## config.mk

```make
export PLATFORM = sky130hd
export DESIGN_NAME = uecp_rds_message_parser_flat
export DESIGN_NICKNAME = d
export VERILOG_FILES = /design/src/sv/urmp_pkg.sv /design/src/sv/urmp_if.sv /design/src/sv/urmp_front.sv /design/src/sv/urmp_queue.sv /design/src/sv/urmp_back.sv /design/src/sv/uecp_rds_message_parser.sv /design/src/flat_wrapper.sv
export SDC_FILE = /design/constraint.sdc
export NUM_CORES = 1
export LEC_CHECK = 0
export ABC_CLOCK_PERIOD_IN_PS = 14300
export BUFFER_PORTS_ARGS = -buffer_cell sky130_fd_sc_hd__buf_4
export CORE_MARGIN = 1.5
export CORE_UTILIZATION = 50
export DETAILED_ROUTE_END_ITERATION = 7
export PLACE_DENSITY = 0.66
export SYNTH_ARGS = -nofsm -noshare
export SYNTH_HDL_FRONTEND = slang
export SYNTH_SLANG_ARGS = --single-unit
```

## constraint.sdc

```tcl
create_clock -name clk -period 14.3 [get_ports clk]
set_input_delay 2.86 -clock clk [delete_from_list [all_inputs] [get_ports clk]]
set_output_delay 2.86 -clock clk [all_outputs]
set_load 0.05 [all_outputs]
```

## src/sv/urmp_pkg.sv

```systemverilog
// Package for the UECP radiotext/RT+/Rass decoder.
// Holds shared constants, result kinds, the queue record and helper functions.
package urmp_pkg;

  localparam int MessageDepthDefault = 64;
  localparam logic [6:0] MaxTextReset = 7'd65;
  localparam logic [7:0] TextLenCap = 8'd65;

  localparam logic [7:0] ByteStart  = 8'hFE;
  localparam logic [7:0] ByteStuff  = 8'hFD;
  localparam logic [7:0] MecText    = 8'h0A;
  localparam logic [7:0] MecRtPlus  = 8'h46;
  localparam logic [7:0] MecRass    = 8'hDA;

  localparam logic [2:0] KindTextChar  = 3'd0;
  localparam logic [2:0] KindTextCrc   = 3'd1;
  localparam logic [2:0] KindRtPlus    = 3'd2;
  localparam logic [2:0] KindRassByte  = 3'd3;
  localparam logic [2:0] KindRassOk    = 3'd4;
  localparam logic [2:0] KindRassDone  = 3'd5;
  localparam logic [2:0] KindRassSeq   = 3'd6;
  localparam logic [2:0] KindRassCrc   = 3'd7;

  // Front-to-back command: a destuffed byte and what kind of position it holds.
  typedef enum logic [1:0] {
    CmdStore,     // store a text character
    CmdTextEnd,   // text frame finished, CRC result attached
    CmdDirect     // a single ready result
  } cmd_op_t;

  typedef struct packed {
    cmd_op_t     op;
    logic        crc_ok;
    logic [6:0]  windex;
    logic [7:0]  data;
    logic [2:0]  kind;
    logic        last;
    logic [31:0] tags;
    logic [7:0]  b4;
    logic [23:0] pnum;
  } cmd_t;

  typedef struct packed {
    logic [2:0]  kind;
    logic [7:0]  char_code;
    logic [5:0]  char_index;
    logic        last;
    logic [5:0]  tag1_type;
    logic [5:0]  tag1_start;
    logic [5:0]  tag1_len;
    logic [5:0]  tag2_type;
    logic [5:0]  tag2_start;
    logic [4:0]  tag2_len;
    logic [23:0] packet_number;
  } result_t;

  function automatic logic [15:0] crc_step(input logic [15:0] crc, input logic [7:0] c);
    logic [15:0] x;
    x = {crc[7:0], crc[15:8]} ^ {8'd0, c};
    x = x ^ {12'd0, x[7:4]};
    x = x ^ {x[3:0], 12'd0} ^ {3'd0, x[7:0], 5'd0};
    return x;
  endfunction

  function automatic logic [7:0] to_latin1(input logic [7:0] c);
    logic [7:0] r;
    if (!c[7]) r = c;
    else begin
      unique case (c)
        8'h8D: r = 8'hDF;
        8'h91: r = 8'hE4;
        8'hD1: r = 8'hC4;
        8'h97: r = 8'hF6;
        8'hD7: r = 8'hD6;
        8'h99: r = 8'hFC;
        8'hD9: r = 8'hDC;
        default: r = 8'h20;
      endcase
    end
    return r;
  endfunction

endpackage

```

## src/sv/urmp_if.sv

```systemverilog
// Valid/ready channel interfaces for the decoder.
// Depends on urmp_pkg for no types; payload widths follow the field list.
interface urmp_in_if;
  logic       valid;
  logic       ready;
  logic [7:0] data_byte;
  modport source (output valid, output data_byte, input ready);
  modport sink (input valid, input data_byte, output ready);
endinterface

interface urmp_cfg_if;
  logic       valid;
  logic       ready;
  logic [6:0] max_text_length;
  modport source (output valid, output max_text_length, input ready);
  modport sink (input valid, input max_text_length, output ready);
endinterface

interface urmp_out_if;
  logic        valid;
  logic        ready;
  logic [2:0]  kind;
  logic [7:0]  char_code;
  logic [5:0]  char_index;
  logic        last;
  logic [5:0]  tag1_type;
  logic [5:0]  tag1_start;
  logic [5:0]  tag1_len;
  logic [5:0]  tag2_type;
  logic [5:0]  tag2_start;
  logic [4:0]  tag2_len;
  logic [23:0] packet_number;
  modport source (output valid, output kind, output char_code, output char_index,
                  output last, output tag1_type, output tag1_start, output tag1_len,
                  output tag2_type, output tag2_start, output tag2_len,
                  output packet_number, input ready);
  modport sink (input valid, input kind, input char_code, input char_index,
                input last, input tag1_type, input tag1_start, input tag1_len,
                input tag2_type, input tag2_start, input tag2_len,
                input packet_number, output ready);
endinterface

```

## src/sv/urmp_front.sv

```systemverilog
// Front end: destuffing, frame state machine, CRC and Rass sequence tracking.
// Depends on urmp_pkg; emits cmd_t records toward the command queue.
module urmp_front
  import urmp_pkg::*;
#(
  parameter int MESSAGE_DEPTH = MessageDepthDefault
) (
  input  logic       clk,
  input  logic       rst,
  input  logic       in_valid,
  output logic       in_ready,
  input  logic [7:0] in_byte,
  input  logic [6:0] max_len,
  output logic       cmd_valid,
  input  logic       cmd_space,
  output cmd_t       cmd
);

  logic [5:0]  st;
  logic        stuff;
  logic [15:0] crc;
  logic [15:0] crc_rx;
  logic [7:0]  linfo;
  logic [7:0]  remain;
  logic [6:0]  windex;
  logic [31:0] tags;
  logic [23:0] ptotal;
  logic [23:0] cur_pkt;
  logic [24:0] expected;

  logic       take;
  logic [7:0] c;
  logic       raw_stuff;
  logic [15:0] crc_base;
  logic [15:0] crc_new;
  logic [15:0] crc_full;
  logic       crc_good;
  logic [24:0] exp_eff;
  logic [8:0] len_plus4;

  // One item is taken only when the queue has room for its possible command.
  assign in_ready = cmd_space;
  assign take     = in_valid && in_ready;
  assign raw_stuff = !stuff && (in_byte == ByteStuff);

  always_comb begin
    c = in_byte;
    if (stuff) begin
      unique case (in_byte)
        8'h00: c = 8'hFD;
        8'h01: c = 8'hFE;
        8'h02: c = 8'hFF;
        default: c = in_byte;
      endcase
    end
  end

  assign crc_base = (st == 6'd1) ? 16'hFFFF : crc;
  assign crc_new  = ((st >= 6'd1 && st < 6'd11) || (st >= 6'd26 && st < 6'd36))
                    ? crc_step(crc_base, c) : crc_base;
  assign crc_full = {crc_rx[15:8], c};
  assign crc_good = (crc_full == ~crc);
  assign exp_eff  = (expected == 25'd0) ? 25'd1 : expected;
  assign len_plus4 = {1'b0, c} + 9'd4;

  always_comb begin
    cmd_valid = 1'b0;
    cmd = '0;
    cmd.op = CmdDirect;
    cmd.data = c;
    cmd.windex = windex;
    cmd.tags = tags;
    cmd.b4 = c;
    cmd.pnum = cur_pkt;
    cmd.last = 1'b1;
    if (take && !raw_stuff) begin
      unique case (st)
        6'd10: begin
          cmd_valid = 1'b1;
          cmd.op = CmdStore;
        end
        6'd12: begin
          cmd_valid = 1'b1;
          cmd.op = CmdTextEnd;
          cmd.crc_ok = crc_good;
        end
        6'd35: begin
          cmd_valid = 1'b1;
          cmd.kind = KindRassByte;
          cmd.last = (remain == 8'd0);
        end
        6'd37: begin
          cmd_valid = 1'b1;
          if (!crc_good) cmd.kind = KindRassCrc;
          else if (exp_eff != {1'b0, cur_pkt}) cmd.kind = KindRassSeq;
          else if (cur_pkt == ptotal) cmd.kind = KindRassDone;
          else cmd.kind = KindRassOk;
        end
        6'd46: begin
          // The back end drops the tags if no text has been shown by then.
          cmd_valid = 1'b1;
          cmd.kind = KindRtPlus;
        end
        default: cmd_valid = 1'b0;
      endcase
    end
  end

  always_ff @(posedge clk) begin
    if (rst) begin
      st <= 6'd0;
      stuff <= 1'b0;
      crc <= 16'hFFFF;
      crc_rx <= '0;
      linfo <= '0;
      remain <= '0;
      windex <= '0;
      tags <= '0;
      ptotal <= '0;
      cur_pkt <= '0;
      expected <= '0;
    end else if (take) begin
      if (raw_stuff) begin
        stuff <= 1'b1;
      end else begin
        stuff <= 1'b0;
        crc <= crc_new;
        unique case (st)
          6'd0: if (c == ByteStart) st <= 6'd1;
          6'd1, 6'd2, 6'd3, 6'd6, 6'd7, 6'd9, 6'd27, 6'd28, 6'd39, 6'd40, 6'd41:
            st <= st + 6'd1;
          6'd4: begin
            linfo <= c;
            st <= 6'd5;
          end
          6'd5: begin
            priority if (c == MecText) st <= 6'd6;
            else if (c == MecRtPlus) st <= 6'd38;
            else if (c == MecRass) st <= 6'd26;
            else st <= 6'd0;
          end
          6'd8: begin
            if (c < 8'd2 || c > TextLenCap || {1'b0, c} > 9'(MESSAGE_DEPTH + 1) ||
                c > {1'b0, max_len} || len_plus4 > {1'b0, linfo}) begin
              st <= 6'd0;
            end else begin
              remain <= c - 8'd2;
              windex <= '0;
              st <= 6'd9;
            end
          end
          6'd10: begin
            windex <= windex + 7'd1;
            if (remain != 8'd0) remain <= remain - 8'd1;
            else st <= 6'd11;
          end
          6'd11, 6'd36: begin
            crc_rx <= {c, 8'd0};
            st <= st + 6'd1;
          end
          6'd12: st <= 6'd0;
          6'd26: begin
            if (c < 8'd9) st <= 6'd0;
            else begin
              remain <= c - 8'd9;
              linfo <= c;
              windex <= '0;
              st <= 6'd27;
            end
          end
          6'd29: begin cur_pkt <= {c, 16'd0}; st <= 6'd30; end
          6'd30: begin cur_pkt[15:8] <= c; st <= 6'd31; end
          6'd31: begin cur_pkt[7:0] <= c; st <= 6'd32; end
          6'd32: begin ptotal <= {c, 16'd0}; st <= 6'd33; end
          6'd33: begin ptotal[15:8] <= c; st <= 6'd34; end
          6'd34: begin ptotal[7:0] <= c; st <= 6'd35; end
          6'd35: begin
            windex <= windex + 7'd1;
            if (remain != 8'd0) remain <= remain - 8'd1;
            else st <= 6'd36;
          end
          6'd37: begin
            st <= 6'd0;
            if (crc_good && exp_eff == {1'b0, cur_pkt} && cur_pkt != ptotal)
              expected <= exp_eff + 25'd1;
            else expected <= '0;
          end
          6'd38: begin linfo <= c; st <= 6'd39; end
          6'd42, 6'd43, 6'd44, 6'd45: begin
            tags <= {tags[23:0], c};
            st <= st + 6'd1;
          end
          default: st <= 6'd0;
        endcase
      end
    end
  end

endmodule

```

## src/sv/urmp_queue.sv

```systemverilog
// Short FIFO of front-end commands between the front and the back end.
// Depends on urmp_pkg for cmd_t.
module urmp_queue
  import urmp_pkg::*;
#(
  parameter int DEPTH = 4
) (
  input  logic clk,
  input  logic rst,
  input  logic push,
  input  cmd_t push_data,
  output logic has_space,
  output logic not_empty,
  input  logic pop,
  output cmd_t head
);

  localparam int AW = $clog2(DEPTH);

  cmd_t        mem [DEPTH];
  logic [AW-1:0] wp;
  logic [AW-1:0] rp;
  logic [AW:0]   count;

  assign has_space = (count < (AW+1)'(DEPTH));
  assign not_empty = (count != '0);
  assign head = mem[rp];

  always_ff @(posedge clk) begin
    if (push) mem[wp] <= push_data;
  end

  always_ff @(posedge clk) begin
    if (rst) begin
      wp <= '0;
      rp <= '0;
      count <= '0;
    end else begin
      if (push) wp <= (wp == AW'(DEPTH - 1)) ? '0 : wp + 1'b1;
      if (pop) rp <= (rp == AW'(DEPTH - 1)) ? '0 : rp + 1'b1;
      count <= count + (AW+1)'(push) - (AW+1)'(pop);
    end
  end

endmodule

```

## src/sv/urmp_back.sv

```systemverilog
// Back end: message store, trailing-space scan, text replay and result output.
// Depends on urmp_pkg for cmd_t, result kinds and the character table.
module urmp_back
  import urmp_pkg::*;
#(
  parameter int MESSAGE_DEPTH = MessageDepthDefault
) (
  input  logic   clk,
  input  logic   rst,
  input  logic   cmd_ready_in,
  input  cmd_t   cmd_in,
  output logic   cmd_pop,
  output logic   out_valid,
  input  logic   out_ready,
  output result_t out_res
);

  localparam int AW = $clog2(MESSAGE_DEPTH);

  typedef enum logic [2:0] {
    S_IDLE, S_SCAN_RD, S_SCAN, S_FIRST, S_PLAY_RD, S_PLAY
  } bstate_t;

  bstate_t       state;
  logic [7:0]    store [MESSAGE_DEPTH];
  logic [7:0]    rd_data;
  logic [AW-1:0] rd_addr;
  logic [AW-1:0] m_idx;
  logic [AW-1:0] p_idx;
  logic [7:0]    first_char;
  logic          out_full;
  logic          out_free;
  logic [AW:0]   cnt;
  logic          text_seen;

  assign out_free  = !out_full || out_ready;
  assign out_valid = out_full;

  // Clamp the written count to the store and to the 64-position output range.
  always_comb begin
    cnt = (AW+1)'(cmd_in.windex);
    if ({1'b0, cmd_in.windex} > 8'(MESSAGE_DEPTH)) cnt = (AW+1)'(MESSAGE_DEPTH);
    if (cnt > (AW+1)'(64)) cnt = (AW+1)'(64);
    if (cnt == '0) cnt = (AW+1)'(1);
  end

  always_ff @(posedge clk) begin
    if (cmd_ready_in && state == S_IDLE && cmd_in.op == CmdStore &&
        {1'b0, cmd_in.windex} < 8'(MESSAGE_DEPTH))
      store[cmd_in.windex[AW-1:0]] <= to_latin1(cmd_in.data);
    rd_data <= store[rd_addr];
  end

  always_ff @(posedge clk) begin
    if (rst) begin
      state <= S_IDLE;
      out_full <= 1'b0;
      text_seen <= 1'b0;
      cmd_pop <= 1'b0;
      rd_addr <= '0;
      m_idx <= '0;
      p_idx <= '0;
      first_char <= '0;
      out_res <= '0;
    end else begin
      cmd_pop <= 1'b0;
      if (out_full && out_ready) out_full <= 1'b0;
      unique case (state)
        S_IDLE: begin
          if (cmd_ready_in && !cmd_pop) begin
            unique case (cmd_in.op)
              CmdStore: cmd_pop <= 1'b1;
              CmdTextEnd: begin
                if (!cmd_in.crc_ok) begin
                  if (out_free) begin
                    out_res <= '0;
                    out_res.kind <= KindTextCrc;
                    out_res.last <= 1'b1;
                    out_full <= 1'b1;
                    cmd_pop <= 1'b1;
                  end
                end else begin
                  m_idx <= AW'(cnt - 1'b1);
                  rd_addr <= AW'(cnt - 1'b1);
                  cmd_pop <= 1'b1;
                  state <= S_SCAN_RD;
                end
              end
              default: begin
                // Tags are judged here, in order behind any text still replaying.
                if (cmd_in.kind == KindRtPlus && !text_seen) begin
                  cmd_pop <= 1'b1;
                end else if (out_free) begin
                  out_res <= '0;
                  out_res.kind <= cmd_in.kind;
                  out_res.last <= cmd_in.last;
                  out_res.packet_number <= cmd_in.pnum;
                  if (cmd_in.kind == KindRassByte) begin
                    out_res.char_code <= cmd_in.data;
                    out_res.char_index <= cmd_in.windex[5:0];
                  end
                  if (cmd_in.kind == KindRtPlus) begin
                    out_res.packet_number <= '0;
                    out_res.tag1_type <= {cmd_in.tags[26:24], cmd_in.tags[23:21]};
                    out_res.tag1_start <= {cmd_in.tags[20:16], cmd_in.tags[15]};
                    out_res.tag1_len <= cmd_in.tags[14:9];
                    out_res.tag2_type <= {cmd_in.tags[8], cmd_in.tags[7:3]};
                    out_res.tag2_start <= {cmd_in.tags[2:0], cmd_in.b4[7:5]};
                    out_res.tag2_len <= cmd_in.b4[4:0];
                  end
                  out_full <= 1'b1;
                  cmd_pop <= 1'b1;
                end
              end
            endcase
          end
        end
        S_SCAN_RD: state <= S_SCAN;
        S_SCAN: begin
          // Walk back over trailing spaces, one store read per pass through S_SCAN_RD and S_SCAN.
          if (m_idx != '0 && rd_data == 8'h20) begin
            m_idx <= m_idx - 1'b1;
            rd_addr <= m_idx - 1'b1;
            state <= S_SCAN_RD;
          end else begin
            rd_addr <= '0;
            p_idx <= '0;
            state <= S_FIRST;
          end
        end
        S_FIRST: state <= S_PLAY;
        S_PLAY_RD: state <= S_PLAY;
        S_PLAY: begin
          if (out_free) begin
            out_res <= '0;
            out_res.kind <= KindTextChar;
            out_res.char_code <= rd_data;
            out_res.char_index <= 6'(p_idx);
            out_res.last <= (p_idx == m_idx);
            out_full <= 1'b1;
            if (p_idx == '0) first_char <= rd_data;
            if (p_idx == m_idx) begin
              if ((p_idx == '0) ? (rd_data != 8'd0) : (first_char != 8'd0))
                text_seen <= 1'b1;
              state <= S_IDLE;
            end else begin
              p_idx <= p_idx + 1'b1;
              rd_addr <= p_idx + 1'b1;
              state <= S_PLAY_RD;
            end
          end
        end
        default: state <= S_IDLE;
      endcase
    end
  end

  a_last_on_status: assert property (@(posedge clk) disable iff (rst)
    out_full && out_res.kind != KindTextChar && out_res.kind != KindRassByte
    |-> out_res.last) else $error("status result without last");
  a_pop_once: assert property (@(posedge clk) disable iff (rst)
    cmd_pop |=> !cmd_pop) else $error("double pop");
  a_idle_after_last: assert property (@(posedge clk) disable iff (rst)
    state == S_PLAY && out_free && p_idx == m_idx |=> state == S_IDLE)
    else $error("replay did not end");

endmodule

```

## src/sv/uecp_rds_message_parser.sv

```systemverilog
// Top level of the UECP radiotext / RT+ / Rass decoder.
// Depends on urmp_pkg, the channel interfaces and the front, queue and back modules.
// Latency: a result that one byte completes passes, when the back end is idle, through
// the command queue and the back end's output register; a good text frame is first
// scanned backward over trailing spaces, then replayed one character per S_PLAY_RD and
// S_PLAY pass. Throughput: one byte per cycle into the four-entry command queue while
// it has space; the back end registers each pop and takes no new command while a pop
// is pending. Reset (rst, synchronous) empties the queue and returns to waiting for a
// start byte; the message store is not cleared.
module uecp_rds_message_parser
  import urmp_pkg::*;
#(
  parameter int MESSAGE_DEPTH = MessageDepthDefault
) (
  input logic clk,
  input logic rst,
  urmp_in_if.sink    in_ch,
  urmp_cfg_if.sink   cfg,
  urmp_out_if.source out_ch
);

  logic [6:0] max_len;
  logic       cmd_valid;
  logic       q_space;
  logic       q_nempty;
  logic       q_pop;
  cmd_t       cmd;
  cmd_t       head;
  result_t    res;

  // The configuration register is always writable.
  assign cfg.ready = 1'b1;
  always_ff @(posedge clk) begin
    if (rst) max_len <= MaxTextReset;
    else if (cfg.valid) max_len <= cfg.max_text_length;
  end

  urmp_front #(.MESSAGE_DEPTH(MESSAGE_DEPTH)) u_front (
    .clk, .rst,
    .in_valid(in_ch.valid), .in_ready(in_ch.ready), .in_byte(in_ch.data_byte),
    .max_len, .cmd_valid, .cmd_space(q_space), .cmd
  );

  urmp_queue #(.DEPTH(4)) u_queue (
    .clk, .rst, .push(cmd_valid), .push_data(cmd), .has_space(q_space),
    .not_empty(q_nempty), .pop(q_pop), .head
  );

  urmp_back #(.MESSAGE_DEPTH(MESSAGE_DEPTH)) u_back (
    .clk, .rst, .cmd_ready_in(q_nempty), .cmd_in(head), .cmd_pop(q_pop),
    .out_valid(out_ch.valid), .out_ready(out_ch.ready), .out_res(res)
  );

  assign out_ch.kind = res.kind;
  assign out_ch.char_code = res.char_code;
  assign out_ch.char_index = res.char_index;
  assign out_ch.last = res.last;
  assign out_ch.tag1_type = res.tag1_type;
  assign out_ch.tag1_start = res.tag1_start;
  assign out_ch.tag1_len = res.tag1_len;
  assign out_ch.tag2_type = res.tag2_type;
  assign out_ch.tag2_start = res.tag2_start;
  assign out_ch.tag2_len = res.tag2_len;
  assign out_ch.packet_number = res.packet_number;

endmodule
```

## src/flat_wrapper.sv

```systemverilog
// flat-port wrapper written by rule: the top's interface ports become plain ports
module uecp_rds_message_parser_flat import urmp_pkg::*;
#(
  parameter int MESSAGE_DEPTH = MessageDepthDefault
)
  (clk, rst, in_ch_valid, in_ch_data_byte, in_ch_ready, cfg_valid, cfg_max_text_length, cfg_ready, out_ch_valid, out_ch_kind, out_ch_char_code, out_ch_char_index, out_ch_last, out_ch_tag1_type, out_ch_tag1_start, out_ch_tag1_len, out_ch_tag2_type, out_ch_tag2_start, out_ch_tag2_len, out_ch_packet_number, out_ch_ready);
  urmp_in_if in_ch_i ();
  urmp_cfg_if cfg_i ();
  urmp_out_if out_ch_i ();
  input logic clk;
  input logic rst;
  input wire logic [$bits(in_ch_i.valid)-1:0] in_ch_valid;
  input wire logic [$bits(in_ch_i.data_byte)-1:0] in_ch_data_byte;
  output wire logic [$bits(in_ch_i.ready)-1:0] in_ch_ready;
  input wire logic [$bits(cfg_i.valid)-1:0] cfg_valid;
  input wire logic [$bits(cfg_i.max_text_length)-1:0] cfg_max_text_length;
  output wire logic [$bits(cfg_i.ready)-1:0] cfg_ready;
  output wire logic [$bits(out_ch_i.valid)-1:0] out_ch_valid;
  output wire logic [$bits(out_ch_i.kind)-1:0] out_ch_kind;
  output wire logic [$bits(out_ch_i.char_code)-1:0] out_ch_char_code;
  output wire logic [$bits(out_ch_i.char_index)-1:0] out_ch_char_index;
  output wire logic [$bits(out_ch_i.last)-1:0] out_ch_last;
  output wire logic [$bits(out_ch_i.tag1_type)-1:0] out_ch_tag1_type;
  output wire logic [$bits(out_ch_i.tag1_start)-1:0] out_ch_tag1_start;
  output wire logic [$bits(out_ch_i.tag1_len)-1:0] out_ch_tag1_len;
  output wire logic [$bits(out_ch_i.tag2_type)-1:0] out_ch_tag2_type;
  output wire logic [$bits(out_ch_i.tag2_start)-1:0] out_ch_tag2_start;
  output wire logic [$bits(out_ch_i.tag2_len)-1:0] out_ch_tag2_len;
  output wire logic [$bits(out_ch_i.packet_number)-1:0] out_ch_packet_number;
  input wire logic [$bits(out_ch_i.ready)-1:0] out_ch_ready;
  assign in_ch_i.valid = in_ch_valid;
  assign in_ch_i.data_byte = in_ch_data_byte;
  assign in_ch_ready = in_ch_i.ready;
  assign cfg_i.valid = cfg_valid;
  assign cfg_i.max_text_length = cfg_max_text_length;
  assign cfg_ready = cfg_i.ready;
  assign out_ch_valid = out_ch_i.valid;
  assign out_ch_kind = out_ch_i.kind;
  assign out_ch_char_code = out_ch_i.char_code;
  assign out_ch_char_index = out_ch_i.char_index;
  assign out_ch_last = out_ch_i.last;
  assign out_ch_tag1_type = out_ch_i.tag1_type;
  assign out_ch_tag1_start = out_ch_i.tag1_start;
  assign out_ch_tag1_len = out_ch_i.tag1_len;
  assign out_ch_tag2_type = out_ch_i.tag2_type;
  assign out_ch_tag2_start = out_ch_i.tag2_start;
  assign out_ch_tag2_len = out_ch_i.tag2_len;
  assign out_ch_packet_number = out_ch_i.packet_number;
  assign out_ch_i.ready = out_ch_ready;
  uecp_rds_message_parser #(.MESSAGE_DEPTH(MESSAGE_DEPTH)) u_core (.clk(clk), .rst(rst), .in_ch(in_ch_i), .cfg(cfg_i), .out_ch(out_ch_i));
endmodule
```

==> results.md <==
* Status: finished, final reports clean
* GRT Resource Usage Total at 23.98%
* Hold wc startpoint: u_core.u_back.out_res[38]$_SDFFE_PP0P_
* 1st-iter DRT viols at roughly 3.2k
* First-pass GRT wire length at 168300 um
* Total number of vias at 27.15k
* Final Hold Vio Count at 0
* Most frequent cells in the layout: 804 x edfxtp_1, 282 x dfxtp_1, 277 x nor2_1
* Fmax at 0.1556 GHz
* Routed Antenna Nets at 0
* Worst-margin pin slew at 1.179 ns
* Routed Wire Length at 111200 um
* Startpoint types: input port
* Met1 Use GR at about a third
* Hold_buf cts at 0
* Mapped Cells at 3106
* Power per cell area at 154.2 mW/mm^2
* Met2 usage at around 37%
* TritonCTS Buffers at 108
* Gpl congestion at about 0.89
* R2r endpoint: u_core.u_back.rd_data[4]$_DFF_P_
* GRT overflow at 0
* Setup tns final at 0 ns
* Min Hold Slack at 0.4651 ns
* Worst hold path type: flip-flop to flip-flop
* Pin count of the biggest net entering global routing at ~120
* Primary flip-flop cell chosen by synthesis mapping: edfxtp_1
* Post-synthesis compound-gate area fraction at between 6 and 7%
* Req. time, crit path at 14.89 ns
* Synth async-reset ratio at 0%
* WL per Instance at 25.19 um
* Area of the multi-input gates at 0.01470 mm^2
* Mux cell area share after synthesis at 12.67%
* Switching pwr at 2.166 mW
* MaxCap Viol Count at 0
* Fin nets at around 3.2k
* CP Max Fanout at 14
* Register area at 0.02990 mm^2
* Pint at between 5 and 6 mW
* Post-synthesis xor/xnor area fraction at between 2 and 3%
* Max clock buf depth at 3
* # clock sinks at 1091
* Main combinational cell family by area after synthesis: multiplexers
* Layout cells sized above 1 at 19.01%
* Vias per inst at approximately 6
* Sequential Power Share at around 47%
* R2R cell count at 5
* Clock H-tree levels at 3
* R2R setup slack at around 9.7 ns
* Comb pwr share at 17.9%
* Ports at 100
* Leak at 16.91 nW
* Chip Width at around 300 um
* GRT busiest layer: met2
* CTS tree: done
* Buffers on Ports at 98
* Met3 usage at 5.097%
* DIE HEIGHT at 305.0 um
* Vias in the first global route at 26.72k
* Switching part of the total power at 27.58%
* Filler cell count at about 7k
* Layout area overhead at 11.65%
* Post-route DRC at 0
* Mean post-synth cell area at about 15 um^2
* Worst Setup End Kind: flip-flop
* Sequential fraction of the synthesis area at 65.54%
* Crit path time final at 6.429 ns
* Starting Density at 50.58%
* Fin crit share at 44.96%
* Synth Area in Adders at 1.108%
* Distinct cells, synth at 95
* Hold depth at 2
* DPL Wire Length at just over 70000 um
* Worst-Skew Late Latency at 0.72 ns
* Reg-to-Reg Start: u_core.u_back.rd_addr[0]$_SDFFE_PP0P_
* Die Footprint at slightly above 0.09 mm^2
* Worst-path clk slew at 0.06 ns
* Clock Power Share at 35.6%
* Post-Synth Simple-Gate Area at 8.882%
* # rows at 110
* CTS resizes at 0
* Crit Path Class: input port to flip-flop
* Post-synth EDFFs at about 800
* Most common cell after layout, fill and taps aside: edfxtp_1
* VDD IR max at 0.1118 mV
* Setup Buffers After CTS at 0
* DR pass1 iterations at 6
* Final Skew at 0.06094 ns
* Hold path endpoint: u_core.u_back.out_res[38]$_SDFFE_PP0P_
* Arrival @ worst endpoint at 7.02 ns
* Initial antenna violation count at 2
* Synthesis warning total at 0
* Endpoints failing setup at 0
* Core Footprint at 0.09015 mm^2
* Slew HR at 21.08%
* Seq cells post-synth at 1091
* Pins Over Slew Limit at 0
* Cell Area, Synth at 0.04560 mm^2
* RSZ-0062 raised after global routing: false
* CTS root buf: clkbuf_16
* Syn_nets at 3165
-- cell usage after synthesis, drive strengths merged, types with 21 or more instances --
| cell | n | area share (%) |
|---|---|---|
| a221oi | 24 | 0.47 |
| nand2 | 190 | 1.6 |
| ha | 38 | 1.0 |
| clkbuf | 148 | 1.2 |
| mux4 | 241 | 12 |
| nor4 | 31 | 0.50 |
| a22oi | 38 | 0.63 |
| a21oi | 94 | 1.0 |
| a211oi | 41 | 0.69 |
| o21ai | 113 | 1.3 |
| xnor2 | 85 | 1.6 |
| inv | 58 | 0.48 |
| mux2i | 28 | 0.61 |
| buf | 64 | 0.76 |
| nand3 | 101 | 1.1 |
| dfxtp | 287 | 13 |
| nand4 | 55 | 0.75 |
| nor2b | 21 | 0.29 |
| o211ai | 23 | 0.38 |
| nor3 | 55 | 0.61 |
| nor2 | 288 | 2.4 |
| and3 | 22 | 0.30 |
| xor2 | 55 | 1.1 |
| edfxtp | 804 | 53 |
-- kinds of logic after synthesis --
logic type               after synthesis
multiplexers                         275
buffers and inverters                275
XOR/XNOR                             140
adder cells (fa/ha/maj)               40
other                                  1
AO/OA/AOI/OAI                        440
flip-flops                          1091
AND/OR/NAND/NOR                      844
-- routing by layer --
layer | vias to the layer above | wire length, um
met1 | 13810 | 48100
met2 | 1116 | 51720
met4 | 0 | 2629
met3 | 169 | 8720
met5 | - | 0
li1 | 12060 | -
-- worst max-delay path, cell delays in order --
cell and delay, ns:
buf_4 0.19, nor3_2 0.12, a31oi_2 0.66, clkinv_1 0.70
ha_1 0.51, nor2b_1 0.15, o31ai_1 0.30, a211oi_1 0.09
o221a_2 0.31, a2111oi_4 0.51, o21ai_2 0.24, mux2_1 0.36
-- per-stage QoR --
stage               setup slack, ns  total power [mW]  util [%]  std cells  cell area, um^2
detailed placement            7.139             5.137     52.53       4208            47360
global route                  7.616             8.133     56.47       4411            50910
CTS                           7.893             7.913     56.47       4411            50910
global placement              7.243             5.107     52.53       4208            47360
floorplan                     6.367             4.682         -       3106            45600
finish                        7.871             7.852     56.48       4413            50910
-- how the worst max path moves through the flow --
stage                                   from                                    end  slack [ns]  cells past startpoint
after floorplan           in_ch_data_byte[4]     u_core.u_queue.mem[0][0]$_DFFE_PP_        6.37                      7
after global placement    in_ch_data_byte[2]  u_core.u_front.remain[7]$_SDFFE_PP0P_        7.24                     12
after detailed placement  in_ch_data_byte[2]  u_core.u_front.remain[2]$_SDFFE_PP0P_        7.14                     12
after CTS                 in_ch_data_byte[2]  u_core.u_front.remain[2]$_SDFFE_PP0P_        7.89                     12
after global routing      in_ch_data_byte[2]  u_core.u_front.remain[6]$_SDFFE_PP0P_        7.62                     12
final                     in_ch_data_byte[2]  u_core.u_front.remain[2]$_SDFFE_PP0P_        7.87                     12
-- flip-flops by register name, summed over array words and instances, names as in the netlist, 8 cells and up, named ones only --
name	flops
u_core.u_back.first_char	8
u_core.u_back.out_res	77
u_core.u_back.rd_data	8
u_core.u_back.store	512
u_core.u_front.crc	16
u_core.u_front.crc_rx	8
u_core.u_front.cur_pkt	24
u_core.u_front.expected	25
u_core.u_front.linfo	8
u_core.u_front.ptotal	24
u_core.u_front.remain	8
u_core.u_front.tags	27
u_core.u_queue.mem	292
-- power by group through the flow --
stage               Clock [mW]  Combinational, mW  Sequential, mW
detailed placement           0               1.42            3.72
floorplan                    0              0.969            3.71
finish                    2.79               1.41            3.65
global route              2.97               1.50            3.66
CTS                       2.84               1.42            3.65
global placement             0               1.39            3.72
-- final cells by class --
class                           count  share of cell area [%]
Inverter                           63                  0.4718
Clock inverter                     67                   1.241
Antenna cell                        2                0.009830
Tap cell                         1176                   2.890
Multi-Input combinational cell   1740                   28.87
Clock buffer                      136                   5.733
Timing Repair Buffer              138                   2.042
Sequential cell                  1091                   58.74
(Power assumes the default switching activity.)
